===== src/nir_pkg.sv =====
// Package with the shared types, codes and defaults of the input-queued router.
package nir_pkg;

  // Defaults for the top-level parameters.
  localparam int NUM_PORTS_DEF   = 4;
  localparam int QUEUE_DEPTH_DEF = 8;
  localparam int NUM_DESTS_DEF   = 16;

  // Saturation value of the packet counters.
  localparam logic [31:0] SAT32 = 32'hFFFF_FFFF;

  // Result kinds.
  localparam logic [2:0] KIND_ACCEPT    = 3'd0;
  localparam logic [2:0] KIND_DROP      = 3'd1;
  localparam logic [2:0] KIND_FORWARD   = 3'd2;
  localparam logic [2:0] KIND_ROUTE_ERR = 3'd3;
  localparam logic [2:0] KIND_IDLE      = 3'd4;

  // Register indexes on the configuration port.
  localparam logic [1:0] REG_ROUTE_PORTS   = 2'd0;
  localparam logic [1:0] REG_DEST_ACTIVE   = 2'd1;
  localparam logic [1:0] REG_BUFFER_LIMITS = 2'd2;

  localparam logic [15:0] BUFFER_LIMITS_RST = 16'h8888;

  typedef struct packed {
    logic [31:0] route_ports;
    logic [15:0] dest_active;
    logic [15:0] buffer_limits;
  } cfg_t;

  typedef struct packed {
    logic        mode;
    logic [1:0]  port;
    logic [3:0]  destination;
    logic        forced;
    logic        update_flag;
    logic        delete_flag;
    logic [1:0]  forced_port;
    logic [63:0] payload;
  } item_t;

  typedef struct packed {
    logic [2:0]  kind;
    logic [1:0]  in_port;
    logic [1:0]  egress_port;
    logic [3:0]  out_destination;
    logic        out_forced;
    logic [1:0]  out_forced_port;
    logic [63:0] out_payload;
    logic [3:0]  free_slots;
    logic [31:0] counter_value;
    logic        last;
  } result_t;

  // Commands from the controller to the datapath.
  typedef struct packed {
    logic load_in;
    logic tick_start;
    logic arr_do;
    logic rd_issue;
    logic eval_do;
    logic next_port;
    logic final_do;
  } cmd_t;

  // Status from the datapath to the controller.
  typedef struct packed {
    logic in_mode;
    logic head_empty;
    logic last_port;
    logic pend_valid;
    logic eval_emits;
    logic out_free;
  } status_t;

endpackage


===== src/nir_if.sv =====
// Request and result channel interfaces of the router.
interface nir_in_if;
  logic        valid;
  logic        ready;
  logic        mode;
  logic [1:0]  port;
  logic [3:0]  destination;
  logic        forced;
  logic        update_flag;
  logic        delete_flag;
  logic [1:0]  forced_port;
  logic [63:0] payload;

  modport source(output valid, mode, port, destination, forced, update_flag, delete_flag,
                 forced_port, payload, input ready);
  modport sink(input valid, mode, port, destination, forced, update_flag, delete_flag,
               forced_port, payload, output ready);
endinterface

interface nir_out_if;
  logic        valid;
  logic        ready;
  logic [2:0]  kind;
  logic [1:0]  in_port;
  logic [1:0]  egress_port;
  logic [3:0]  out_destination;
  logic        out_forced;
  logic [1:0]  out_forced_port;
  logic [63:0] out_payload;
  logic [3:0]  free_slots;
  logic [31:0] counter_value;
  logic        last;

  modport source(output valid, kind, in_port, egress_port, out_destination, out_forced,
                 out_forced_port, out_payload, free_slots, counter_value, last,
                 input ready);
  modport sink(input valid, kind, in_port, egress_port, out_destination, out_forced,
               out_forced_port, out_payload, free_slots, counter_value, last,
               output ready);
endinterface


===== src/nir_cfg.sv =====
// Configuration registers behind the APB-style port.
module nir_cfg (
  input  logic                clk,
  input  logic                rst,
  input  logic                psel,
  input  logic                penable,
  input  logic                pwrite,
  input  logic [3:0]          paddr,
  input  logic [31:0]         pwdata,
  output logic [31:0]         prdata,
  output logic                pready,
  output nir_pkg::cfg_t       cfg
);

  logic       wr_en;
  logic [1:0] reg_idx;

  assign pready  = 1'b1;
  assign reg_idx = paddr[3:2];
  assign wr_en   = psel && penable && pwrite;

  // Register writes; an address past the list is ignored.
  always_ff @(posedge clk) begin
    if (rst) begin
      cfg.route_ports   <= '0;
      cfg.dest_active   <= '0;
      cfg.buffer_limits <= nir_pkg::BUFFER_LIMITS_RST;
    end else if (wr_en) begin
      case (reg_idx)
        nir_pkg::REG_ROUTE_PORTS:   cfg.route_ports   <= pwdata;
        nir_pkg::REG_DEST_ACTIVE:   cfg.dest_active   <= pwdata[15:0];
        nir_pkg::REG_BUFFER_LIMITS: cfg.buffer_limits <= pwdata[15:0];
        default: ;
      endcase
    end
  end

  // Read-back mux.
  always_comb begin
    case (reg_idx)
      nir_pkg::REG_ROUTE_PORTS:   prdata = cfg.route_ports;
      nir_pkg::REG_DEST_ACTIVE:   prdata = {16'h0, cfg.dest_active};
      nir_pkg::REG_BUFFER_LIMITS: prdata = {16'h0, cfg.buffer_limits};
      default:                    prdata = '0;
    endcase
  end

endmodule


===== src/nir_ctrl.sv =====
// Controller state machine that sequences arrivals and the tick scan.
module nir_ctrl (
  input  logic               clk,
  input  logic               rst,
  input  logic               in_valid,
  output logic               in_ready,
  input  nir_pkg::status_t   st,
  output nir_pkg::cmd_t      cmd
);

  typedef enum logic [5:0] {
    S_IDLE     = 6'b000001,
    S_DISPATCH = 6'b000010,
    S_ARRIVE   = 6'b000100,
    S_CHECK    = 6'b001000,
    S_EVAL     = 6'b010000,
    S_FINAL    = 6'b100000
  } state_t;

  state_t state, state_next;

  assign in_ready = (state == S_IDLE);

  always_ff @(posedge clk) begin
    if (rst) begin
      state <= S_IDLE;
    end else begin
      state <= state_next;
    end
  end

  // Next state and commands.
  always_comb begin
    cmd        = '0;
    state_next = state;
    case (state)
      S_IDLE: begin
        if (in_valid) begin
          cmd.load_in = 1'b1;
          state_next  = S_DISPATCH;
        end
      end
      S_DISPATCH: begin
        if (st.in_mode) begin
          cmd.tick_start = 1'b1;
          state_next     = S_CHECK;
        end else begin
          state_next = S_ARRIVE;
        end
      end
      S_ARRIVE: begin
        if (st.out_free) begin
          cmd.arr_do = 1'b1;
          state_next = S_IDLE;
        end
      end
      S_CHECK: begin
        if (st.head_empty) begin
          cmd.next_port = 1'b1;
          state_next    = st.last_port ? S_FINAL : S_CHECK;
        end else begin
          cmd.rd_issue = 1'b1;
          state_next   = S_EVAL;
        end
      end
      S_EVAL: begin
        // A new result pushes the held one out, so the output must be free.
        if (!(st.eval_emits && st.pend_valid && !st.out_free)) begin
          cmd.eval_do   = 1'b1;
          cmd.next_port = 1'b1;
          state_next    = st.last_port ? S_FINAL : S_CHECK;
        end
      end
      S_FINAL: begin
        if (st.out_free) begin
          cmd.final_do = 1'b1;
          state_next   = S_IDLE;
        end
      end
      default: state_next = S_IDLE;
    endcase
  end

endmodule


===== src/nir_dp.sv =====
// Datapath: port queues, counters, routing logic and the result register.
module nir_dp #(
  parameter int NUM_PORTS   = nir_pkg::NUM_PORTS_DEF,
  parameter int QUEUE_DEPTH = nir_pkg::QUEUE_DEPTH_DEF,
  parameter int NUM_DESTS   = nir_pkg::NUM_DESTS_DEF
) (
  input  logic               clk,
  input  logic               rst,
  input  nir_pkg::item_t     in_item,
  input  nir_pkg::cfg_t      cfg,
  input  nir_pkg::cmd_t      cmd,
  output nir_pkg::status_t   st,
  output logic               out_valid,
  input  logic               out_ready,
  output nir_pkg::result_t   out_res
);

  localparam int PW    = $clog2(NUM_PORTS);
  localparam int HW    = (QUEUE_DEPTH > 1) ? $clog2(QUEUE_DEPTH) : 1;
  localparam int CW    = $clog2(QUEUE_DEPTH + 1);
  localparam int SLOTS = NUM_PORTS * QUEUE_DEPTH;
  localparam int AW    = (SLOTS > 1) ? $clog2(SLOTS) : 1;
  localparam int EW    = 73;

  nir_pkg::item_t   in_r;
  logic [HW-1:0]    head [NUM_PORTS];
  logic [CW-1:0]    count [NUM_PORTS];
  logic [31:0]      rcv_cnt [NUM_PORTS];
  logic [31:0]      snt_cnt [NUM_PORTS];
  logic [31:0]      drp_cnt [NUM_PORTS];
  logic [EW-1:0]    mem [SLOTS];
  logic [EW-1:0]    rd_data;
  logic [PW-1:0]    idx;
  logic [3:0]       used;
  nir_pkg::result_t pend;
  nir_pkg::result_t fin_res;
  logic             pend_valid;
  logic             out_free;

  // Limit of a port, clamped to the queue depth.
  function automatic logic [CW-1:0] lim_of(logic [PW-1:0] p, logic [15:0] bl);
    logic [3:0] nib;
    nib = 4'(QUEUE_DEPTH);
    for (int k = 0; k < 4; k++) begin
      if (32'(p) == k) begin
        nib = (bl[4*k +: 4] > 4'(QUEUE_DEPTH)) ? 4'(QUEUE_DEPTH) : bl[4*k +: 4];
      end
    end
    return CW'(nib);
  endfunction

  function automatic logic [3:0] free_of(logic [CW-1:0] c, logic [CW-1:0] lim);
    return (c >= lim) ? 4'd0 : 4'(lim - c);
  endfunction

  function automatic logic [31:0] sat_inc(logic [31:0] v);
    return (v == nir_pkg::SAT32) ? v : v + 32'd1;
  endfunction

  // Arrival side.
  logic [PW-1:0]    ap;
  logic             ap_ok;
  logic [CW-1:0]    a_lim;
  logic [CW-1:0]    a_cnt;
  logic             a_full;
  logic             a_push;
  logic [4:0]       a_off;
  logic [AW-1:0]    a_slot;
  logic [31:0]      a_rcv;
  logic [31:0]      a_drp;
  nir_pkg::result_t a_res;

  assign ap     = PW'(in_r.port);
  assign ap_ok  = 32'(in_r.port) < NUM_PORTS;
  assign a_lim  = lim_of(ap, cfg.buffer_limits);
  assign a_cnt  = count[ap];
  assign a_full = a_cnt >= a_lim;
  assign a_push = cmd.arr_do && ap_ok && !a_full;
  assign a_rcv  = sat_inc(rcv_cnt[ap]);
  assign a_drp  = sat_inc(drp_cnt[ap]);

  // Tail position, wrapped with one compare and subtract.
  always_comb begin
    a_off = 5'(head[ap]) + 5'(a_cnt);
    if (a_off >= 5'(QUEUE_DEPTH)) begin
      a_off = a_off - 5'(QUEUE_DEPTH);
    end
    a_slot = AW'(32'(ap) * QUEUE_DEPTH) + AW'(a_off);
  end

  always_comb begin
    a_res         = '0;
    a_res.in_port = in_r.port;
    a_res.last    = 1'b1;
    if (!ap_ok) begin
      a_res.kind = nir_pkg::KIND_DROP;
    end else if (!a_full) begin
      a_res.kind          = nir_pkg::KIND_ACCEPT;
      a_res.free_slots    = free_of(a_cnt + CW'(1), a_lim);
      a_res.counter_value = a_rcv;
    end else begin
      a_res.kind          = nir_pkg::KIND_DROP;
      a_res.free_slots    = free_of(a_cnt, a_lim);
      a_res.counter_value = a_drp;
    end
  end

  // Head evaluation during a tick.
  logic [AW-1:0]    rd_slot;
  logic [8:0]       hdr;
  logic [3:0]       dst;
  logic             f_bit;
  logic             u_bit;
  logic             d_bit;
  logic [1:0]       op;
  logic             route_ok;
  logic             emits;
  logic [CW-1:0]    e_cnt;
  logic [CW-1:0]    e_lim;
  logic [HW-1:0]    e_head;
  logic [31:0]      e_snt;
  logic [31:0]      e_drp;
  nir_pkg::result_t e_res;

  assign rd_slot = AW'(32'(idx) * QUEUE_DEPTH) + AW'(head[idx]);
  assign hdr     = rd_data[72:64];
  assign dst     = hdr[3:0];
  assign f_bit   = hdr[4];
  assign u_bit   = hdr[5];
  assign d_bit   = hdr[6];
  assign e_cnt   = count[idx] - CW'(1);
  assign e_lim   = lim_of(idx, cfg.buffer_limits);
  assign e_head  = (32'(head[idx]) == QUEUE_DEPTH - 1) ? '0 : head[idx] + HW'(1);
  assign e_snt   = sat_inc(snt_cnt[idx]);
  assign e_drp   = sat_inc(drp_cnt[idx]);

  always_comb begin
    op       = 2'd0;
    route_ok = 1'b0;
    if (f_bit && !u_bit && !d_bit) begin
      op       = hdr[8:7];
      route_ok = 1'b1;
    end else if ((!f_bit && u_bit && !d_bit) || (!f_bit && !u_bit && d_bit)) begin
      route_ok = 1'b0;
    end else if (32'(dst) < NUM_DESTS && cfg.dest_active[dst]) begin
      op       = cfg.route_ports[{dst, 1'b0} +: 2];
      route_ok = 1'b1;
    end
    if (route_ok && 32'(op) >= NUM_PORTS) begin
      route_ok = 1'b0;
    end
  end

  assign emits = !route_ok || !used[op];

  always_comb begin
    e_res            = '0;
    e_res.in_port    = 2'(idx);
    e_res.free_slots = free_of(e_cnt, e_lim);
    if (!route_ok) begin
      e_res.kind          = nir_pkg::KIND_ROUTE_ERR;
      e_res.counter_value = e_drp;
    end else begin
      e_res.kind            = nir_pkg::KIND_FORWARD;
      e_res.egress_port     = op;
      e_res.out_destination = dst;
      e_res.out_forced      = f_bit;
      e_res.out_forced_port = hdr[8:7];
      e_res.out_payload     = rd_data[63:0];
      e_res.counter_value   = e_snt;
    end
  end

  // Packet store with one write and one registered read port.
  always_ff @(posedge clk) begin
    if (a_push) begin
      mem[a_slot] <= {in_r.forced_port, in_r.delete_flag, in_r.update_flag, in_r.forced,
                      in_r.destination, in_r.payload};
    end
    if (cmd.rd_issue) begin
      rd_data <= mem[rd_slot];
    end
  end

  // Latched request.
  always_ff @(posedge clk) begin
    if (cmd.load_in) begin
      in_r <= in_item;
    end
  end

  // Queue pointers and counters.
  always_ff @(posedge clk) begin
    if (rst) begin
      for (int i = 0; i < NUM_PORTS; i++) begin
        head[i]    <= '0;
        count[i]   <= '0;
        rcv_cnt[i] <= '0;
        snt_cnt[i] <= '0;
        drp_cnt[i] <= '0;
      end
    end else if (cmd.arr_do && ap_ok) begin
      rcv_cnt[ap] <= a_rcv;
      if (a_full) begin
        drp_cnt[ap] <= a_drp;
      end else begin
        count[ap] <= a_cnt + CW'(1);
      end
    end else if (cmd.eval_do && emits) begin
      head[idx]  <= e_head;
      count[idx] <= e_cnt;
      if (route_ok) begin
        snt_cnt[idx] <= e_snt;
      end else begin
        drp_cnt[idx] <= e_drp;
      end
    end
  end

  // Scan index and output ports taken during this tick.
  always_ff @(posedge clk) begin
    if (rst) begin
      idx  <= '0;
      used <= '0;
    end else if (cmd.tick_start) begin
      idx  <= '0;
      used <= '0;
    end else begin
      if (cmd.eval_do && emits && route_ok) begin
        used[op] <= 1'b1;
      end
      if (cmd.next_port) begin
        idx <= idx + PW'(1);
      end
    end
  end

  // Closing result of a tick: the held result marked last, or an idle result.
  always_comb begin
    if (pend_valid) begin
      fin_res = pend;
    end else begin
      fin_res      = '0;
      fin_res.kind = nir_pkg::KIND_IDLE;
    end
    fin_res.last = 1'b1;
  end

  // Output register.
  assign out_free = !out_valid || out_ready;

  always_ff @(posedge clk) begin
    if (rst) begin
      out_valid <= 1'b0;
    end else if (cmd.arr_do) begin
      out_valid <= 1'b1;
      out_res   <= a_res;
    end else if (cmd.eval_do && emits && pend_valid) begin
      out_valid <= 1'b1;
      out_res   <= pend;
    end else if (cmd.final_do) begin
      out_valid <= 1'b1;
      out_res   <= fin_res;
    end else if (out_ready) begin
      out_valid <= 1'b0;
    end
  end

  // Held result of the tick.
  always_ff @(posedge clk) begin
    if (rst) begin
      pend_valid <= 1'b0;
    end else if (cmd.tick_start || cmd.final_do) begin
      pend_valid <= 1'b0;
    end else if (cmd.eval_do && emits) begin
      pend       <= e_res;
      pend_valid <= 1'b1;
    end
  end

  assign st.in_mode    = in_r.mode;
  assign st.head_empty = (count[idx] == '0);
  assign st.last_port  = (idx == PW'(NUM_PORTS - 1));
  assign st.pend_valid = pend_valid;
  assign st.eval_emits = emits;
  assign st.out_free   = out_free;

endmodule


===== src/noc_input_queued_router.sv =====
// Top level of the input-queued router: channels, configuration port and core.
// An arrival request passes through the DISPATCH and ARRIVE states and then places its
// result in the output register. A tick checks the input queues in turn and reads the
// non-empty heads one at a time through the single read port of the shared packet
// memory; each head is routed from the registered read data in the EVAL state that
// follows its read. A new request is taken once the previous one has placed its last
// result in the output register, even while that result waits. Output stalls hold
// the controller in the ARRIVE, EVAL or FINAL state. Queue memory needs no clearing
// after reset.
module noc_input_queued_router #(
  parameter int NUM_PORTS   = nir_pkg::NUM_PORTS_DEF,
  parameter int QUEUE_DEPTH = nir_pkg::QUEUE_DEPTH_DEF,
  parameter int NUM_DESTS   = nir_pkg::NUM_DESTS_DEF
) (
  input  logic        clk,
  input  logic        rst,
  nir_in_if.sink      in_ch,
  nir_out_if.source   out_ch,
  input  logic        psel,
  input  logic        penable,
  input  logic        pwrite,
  input  logic [3:0]  paddr,
  input  logic [31:0] pwdata,
  output logic [31:0] prdata,
  output logic        pready
);

  nir_pkg::cfg_t    cfg;
  nir_pkg::cmd_t    cmd;
  nir_pkg::status_t st;
  nir_pkg::item_t   in_item;
  nir_pkg::result_t res;

  // Pack the request fields.
  assign in_item.mode        = in_ch.mode;
  assign in_item.port        = in_ch.port;
  assign in_item.destination = in_ch.destination;
  assign in_item.forced      = in_ch.forced;
  assign in_item.update_flag = in_ch.update_flag;
  assign in_item.delete_flag = in_ch.delete_flag;
  assign in_item.forced_port = in_ch.forced_port;
  assign in_item.payload     = in_ch.payload;

  nir_cfg u_cfg (
    .clk     (clk),
    .rst     (rst),
    .psel    (psel),
    .penable (penable),
    .pwrite  (pwrite),
    .paddr   (paddr),
    .pwdata  (pwdata),
    .prdata  (prdata),
    .pready  (pready),
    .cfg     (cfg)
  );

  nir_ctrl u_ctrl (
    .clk      (clk),
    .rst      (rst),
    .in_valid (in_ch.valid),
    .in_ready (in_ch.ready),
    .st       (st),
    .cmd      (cmd)
  );

  nir_dp #(
    .NUM_PORTS   (NUM_PORTS),
    .QUEUE_DEPTH (QUEUE_DEPTH),
    .NUM_DESTS   (NUM_DESTS)
  ) u_dp (
    .clk       (clk),
    .rst       (rst),
    .in_item   (in_item),
    .cfg       (cfg),
    .cmd       (cmd),
    .st        (st),
    .out_valid (out_ch.valid),
    .out_ready (out_ch.ready),
    .out_res   (res)
  );

  // Unpack the result register onto the channel.
  assign out_ch.kind            = res.kind;
  assign out_ch.in_port         = res.in_port;
  assign out_ch.egress_port     = res.egress_port;
  assign out_ch.out_destination = res.out_destination;
  assign out_ch.out_forced      = res.out_forced;
  assign out_ch.out_forced_port = res.out_forced_port;
  assign out_ch.out_payload     = res.out_payload;
  assign out_ch.free_slots      = res.free_slots;
  assign out_ch.counter_value   = res.counter_value;
  assign out_ch.last            = res.last;

endmodule


===== src/flat_wrapper.sv =====
// flat-port wrapper written by rule: the top's interface ports become plain ports
module noc_input_queued_router_flat 
#(
  parameter int NUM_PORTS   = nir_pkg::NUM_PORTS_DEF,
  parameter int QUEUE_DEPTH = nir_pkg::QUEUE_DEPTH_DEF,
  parameter int NUM_DESTS   = nir_pkg::NUM_DESTS_DEF
)
  (clk, rst, psel, penable, pwrite, paddr, pwdata, prdata, pready, in_ch_valid, in_ch_mode, in_ch_port, in_ch_destination, in_ch_forced, in_ch_update_flag, in_ch_delete_flag, in_ch_forced_port, in_ch_payload, in_ch_ready, out_ch_valid, out_ch_kind, out_ch_in_port, out_ch_egress_port, out_ch_out_destination, out_ch_out_forced, out_ch_out_forced_port, out_ch_out_payload, out_ch_free_slots, out_ch_counter_value, out_ch_last, out_ch_ready);
  nir_in_if in_ch_i ();
  nir_out_if out_ch_i ();
  input  logic clk;
  input  logic rst;
  input  logic psel;
  input  logic penable;
  input  logic pwrite;
  input  logic [3:0] paddr;
  input  logic [31:0] pwdata;
  output logic [31:0] prdata;
  output logic pready;
  input wire logic [$bits(in_ch_i.valid)-1:0] in_ch_valid;
  input wire logic [$bits(in_ch_i.mode)-1:0] in_ch_mode;
  input wire logic [$bits(in_ch_i.port)-1:0] in_ch_port;
  input wire logic [$bits(in_ch_i.destination)-1:0] in_ch_destination;
  input wire logic [$bits(in_ch_i.forced)-1:0] in_ch_forced;
  input wire logic [$bits(in_ch_i.update_flag)-1:0] in_ch_update_flag;
  input wire logic [$bits(in_ch_i.delete_flag)-1:0] in_ch_delete_flag;
  input wire logic [$bits(in_ch_i.forced_port)-1:0] in_ch_forced_port;
  input wire logic [$bits(in_ch_i.payload)-1:0] in_ch_payload;
  output wire logic [$bits(in_ch_i.ready)-1:0] in_ch_ready;
  output wire logic [$bits(out_ch_i.valid)-1:0] out_ch_valid;
  output wire logic [$bits(out_ch_i.kind)-1:0] out_ch_kind;
  output wire logic [$bits(out_ch_i.in_port)-1:0] out_ch_in_port;
  output wire logic [$bits(out_ch_i.egress_port)-1:0] out_ch_egress_port;
  output wire logic [$bits(out_ch_i.out_destination)-1:0] out_ch_out_destination;
  output wire logic [$bits(out_ch_i.out_forced)-1:0] out_ch_out_forced;
  output wire logic [$bits(out_ch_i.out_forced_port)-1:0] out_ch_out_forced_port;
  output wire logic [$bits(out_ch_i.out_payload)-1:0] out_ch_out_payload;
  output wire logic [$bits(out_ch_i.free_slots)-1:0] out_ch_free_slots;
  output wire logic [$bits(out_ch_i.counter_value)-1:0] out_ch_counter_value;
  output wire logic [$bits(out_ch_i.last)-1:0] out_ch_last;
  input wire logic [$bits(out_ch_i.ready)-1:0] out_ch_ready;
  assign in_ch_i.valid = in_ch_valid;
  assign in_ch_i.mode = in_ch_mode;
  assign in_ch_i.port = in_ch_port;
  assign in_ch_i.destination = in_ch_destination;
  assign in_ch_i.forced = in_ch_forced;
  assign in_ch_i.update_flag = in_ch_update_flag;
  assign in_ch_i.delete_flag = in_ch_delete_flag;
  assign in_ch_i.forced_port = in_ch_forced_port;
  assign in_ch_i.payload = in_ch_payload;
  assign in_ch_ready = in_ch_i.ready;
  assign out_ch_valid = out_ch_i.valid;
  assign out_ch_kind = out_ch_i.kind;
  assign out_ch_in_port = out_ch_i.in_port;
  assign out_ch_egress_port = out_ch_i.egress_port;
  assign out_ch_out_destination = out_ch_i.out_destination;
  assign out_ch_out_forced = out_ch_i.out_forced;
  assign out_ch_out_forced_port = out_ch_i.out_forced_port;
  assign out_ch_out_payload = out_ch_i.out_payload;
  assign out_ch_free_slots = out_ch_i.free_slots;
  assign out_ch_counter_value = out_ch_i.counter_value;
  assign out_ch_last = out_ch_i.last;
  assign out_ch_i.ready = out_ch_ready;
  noc_input_queued_router #(.NUM_PORTS(NUM_PORTS), .QUEUE_DEPTH(QUEUE_DEPTH), .NUM_DESTS(NUM_DESTS)) u_core (.clk(clk), .rst(rst), .in_ch(in_ch_i), .out_ch(out_ch_i), .psel(psel), .penable(penable), .pwrite(pwrite), .paddr(paddr), .pwdata(pwdata), .prdata(prdata), .pready(pready));
endmodule

===== config.mk =====
export PLATFORM = sky130hd
export DESIGN_NAME = noc_input_queued_router_flat
export DESIGN_NICKNAME = d
export VERILOG_FILES = /design/src/nir_pkg.sv /design/src/nir_if.sv /design/src/nir_cfg.sv /design/src/nir_ctrl.sv /design/src/nir_dp.sv /design/src/noc_input_queued_router.sv /design/src/flat_wrapper.sv
export SDC_FILE = /design/constraint.sdc
export NUM_CORES = 2
export LEC_CHECK = 0
export ABC_AREA = 1
export BUFFER_PORTS_ARGS = -buffer_cell sky130_fd_sc_hd__clkbuf_2
export CAP_MARGIN = 10
export CORE_ASPECT_RATIO = 1.5
export CORE_MARGIN = 2
export CORE_UTILIZATION = 60
export DETAILED_ROUTE_END_ITERATION = 8
export PLACE_DENSITY = 0.83
export SLEW_MARGIN = 20
export SYNTH_ARGS = -nofsm -noshare
export SYNTH_HDL_FRONTEND = slang
export SYNTH_SLANG_ARGS = --single-unit
export TNS_END_PERCENT = 5

===== constraint.sdc =====
create_clock -name clk -period 23.3 [get_ports clk]
set_input_delay 4.66 -clock clk [delete_from_list [all_inputs] [get_ports clk]]
set_output_delay 4.66 -clock clk [all_outputs]
set_load 0.05 [all_outputs]

==> reports/metrics.yaml <==
status: "finished with violations"
violations: "design-rule violations"
hp-class: "reg -> reg"
fillCellCount: 14583
clock_latency_ps: 890
worstMarginPinSlew_ps: 1340
mostFrequentLayoutCells: "3124 x edfxtp_1, 2857 x nor2_1, 1144 x nand2_1"
fin_skew_ps: 60.1
critPathKind: "in -> out"
post_cts_resized: 0
worst_path_max_delay_cell: "nor2_1"
power.leakage_nw: 49.5
coreArea_sq_um: 220000
ys_seq_area_frac: 0.716
hold_viol: 0
numCtsBuffers: 292
max_stage_delay_ps: 620
grt_max_degree: 255
yosys_warnings: 0
cts_tree: "built"
fmax_mhz: 89.7
start_util: 0.604
synth_edf_count: 3124
htreeDepth: 5
remaining_drc_errors: 1
grt_pass1_wl_mm: 568
syn_area_per_cell_sq_um: 11.9
place.gp.congestion: 0.995
grt-ovfl-total: 0
path_clk_slew_ps: 70
synth_cell_types: 63
max-vdd-ir-drop_mv: 0.135
die_area_sq_um: 226000
cp-end-kind: "output pin"
grt_pass1_vias: 93316
grt_usage: 0.336
async_reset_ff_frac: 0
path_max_fanout: 11
die_x_um: 389
drive_above_1_share: 0.0861
synth_seq_cells: 3206
syn_inst: 11195
wl_mm: 391
wl_per_cell_um: 27.3
synth-main-ff-cell: "edfxtp_1"
cp-startpoint: "paddr[2]"
drtIter0Drc: 14603
crit_path_start_kind: "input pin"
whs_ps: 464
io_pins: 269
path_cells: "clkbuf_2 > inv_1 > nor2_1 > inv_1 > o221ai_1 > clkbuf_2"
via_per_inst: 6.64
maxCapViolations: 0
maxSlewViolCount: 0
power.density_nw_per_um2: 105
ctsHoldBuffers: 0
holdCritStartpoint: "u_core.u_dp.used[1]$_SDFFE_PP0N_"
die_y_um: 581
tns_ps: 0
min_period_ps: 11150
dp_hpwl_mm: 212
syn_to_final_growth_pct: 9.71
drt_first_pass_iters: 9
vias: 94940
antenna_left: 0
arrival_ps: 6490
final_common_cell: "edfxtp_1"
rsz0062_at_grt: "no"
rows: 211
numClockSinks: 3206
port_buffers: 265
setup_viol_count_final: 0
min_period_over_period: 0.479
max-slew-margin-rel: 0.110
final_nets: 11357
crit_required_ps: 18640
clk_path_buf_depth: 4
antenna_found_initial: 10
cts_setup_buffers: 0
netlist_area_sq_um: 133000
synth_nets: 11346
clockRootBuffer: "clkbuf_16"
stage by stage:
stage                      util  cell area, sq um  power [mW]  cells  setup WS [ps]
after global routing      0.663            146000        15.7  14306          12080
final                     0.663            146000        15.3  14307          12150
after global placement    0.620            137000        10.3  13785          12180
after floorplan               -            133000        9.35  11195          12560
after CTS                 0.663            146000        15.2  14302          12200
after detailed placement  0.620            137000        10.5  13786          12210
critical path, delay by kind of cell:
family	cells	cell delay, ps
buffers and inverters	4	830
AOI/OAI and AO/OA	1	370
and+or+nand+nor	1	620
worst paths after layout:
kind / slack, ps / depth (start not counted) / to
max: 12150 / 6 / prdata[4]
min reg2reg: 460 / 2 / u_core.u_dp.used[1]$_SDFFE_PP0N_
min: 460 / 2 / u_core.u_dp.used[1]$_SDFFE_PP0N_
max reg2reg: 15560 / 14 / u_core.u_dp.rd_data[71]$_DFFE_PP_
routing by layer:
metal | global-route usage | up-vias | part of all wire
met2 | 0.554 | 7504 | 0.48
met3 | 0.0584 | 1754 | 0.11
li1 | - | 40200 | -
met1 | 0.396 | 45478 | 0.32
met5 | 0 | - | 0.000064
met4 | 0.255 | 4 | 0.085
flip-flops by register name, summed over array words and instances (netlist names), 16 cells and up, named ones only:
register / cells
u_core.u_dp.mem: 2336
u_core.u_dp.drp_cnt: 128
u_core.u_dp.rcv_cnt: 128
u_core.u_dp.snt_cnt: 128
u_core.u_dp.out_res: 115
u_core.u_dp.pend: 112
u_core.u_dp.in_r: 73
u_core.u_dp.rd_data: 73
u_core.u_cfg.cfg: 64
u_core.u_dp.count: 16
cells in the mapped netlist (57+ instances only):
master,count,share of area
nand3_1,232,0.0087
nand2_1,1147,0.032
clkbuf_1,529,0.015
dfxtp_1,82,0.012
o21ai_0,1077,0.040
buf_2,94,0.0035
o32ai_1,566,0.037
nor2_1,2895,0.082
inv_1,477,0.013
xor2_1,71,0.0047
edfxtp_1,3124,0.70
a21oi_1,182,0.0068
o22ai_1,156,0.0073
a32oi_1,57,0.0037
final cells by class:
cell class                 count  area (sq um)  share of cell area
multi-input combinational   6780         33100               0.227
clock inverter               167          1680              0.0115
inverter                     500          1920              0.0131
tap                         2875          3600              0.0246
sequential                  3206         95500               0.653
antenna                        4          10.0           0.0000685
clock buffer                 349          7700              0.0527
timing repair buffer         426          2650              0.0181
power breakdown:
group | switching, mW | internal, mW | leakage, nW
sequential | 0.574 | 7.14 | 29.4
combinational | 2.08 | 0.677 | 15.6
clock | 2.10 | 2.70 | 4.54
cells by family after synthesis:
logic type | count (synthesis) | synth area share
AND/OR/NAND/NOR | 4443 | 0.131
flip-flops | 3206 | 0.716
AO/OA/AOI/OAI | 2204 | 0.105
buffers and inverters | 1209 | 0.0374
XOR/XNOR | 86 | 0.00565
adder cells (fa/ha/maj) | 32 | 0.00317
multiplexers | 14 | 0.00105
other | 1 | 0.0000281
(Power assumes the default switching activity.)
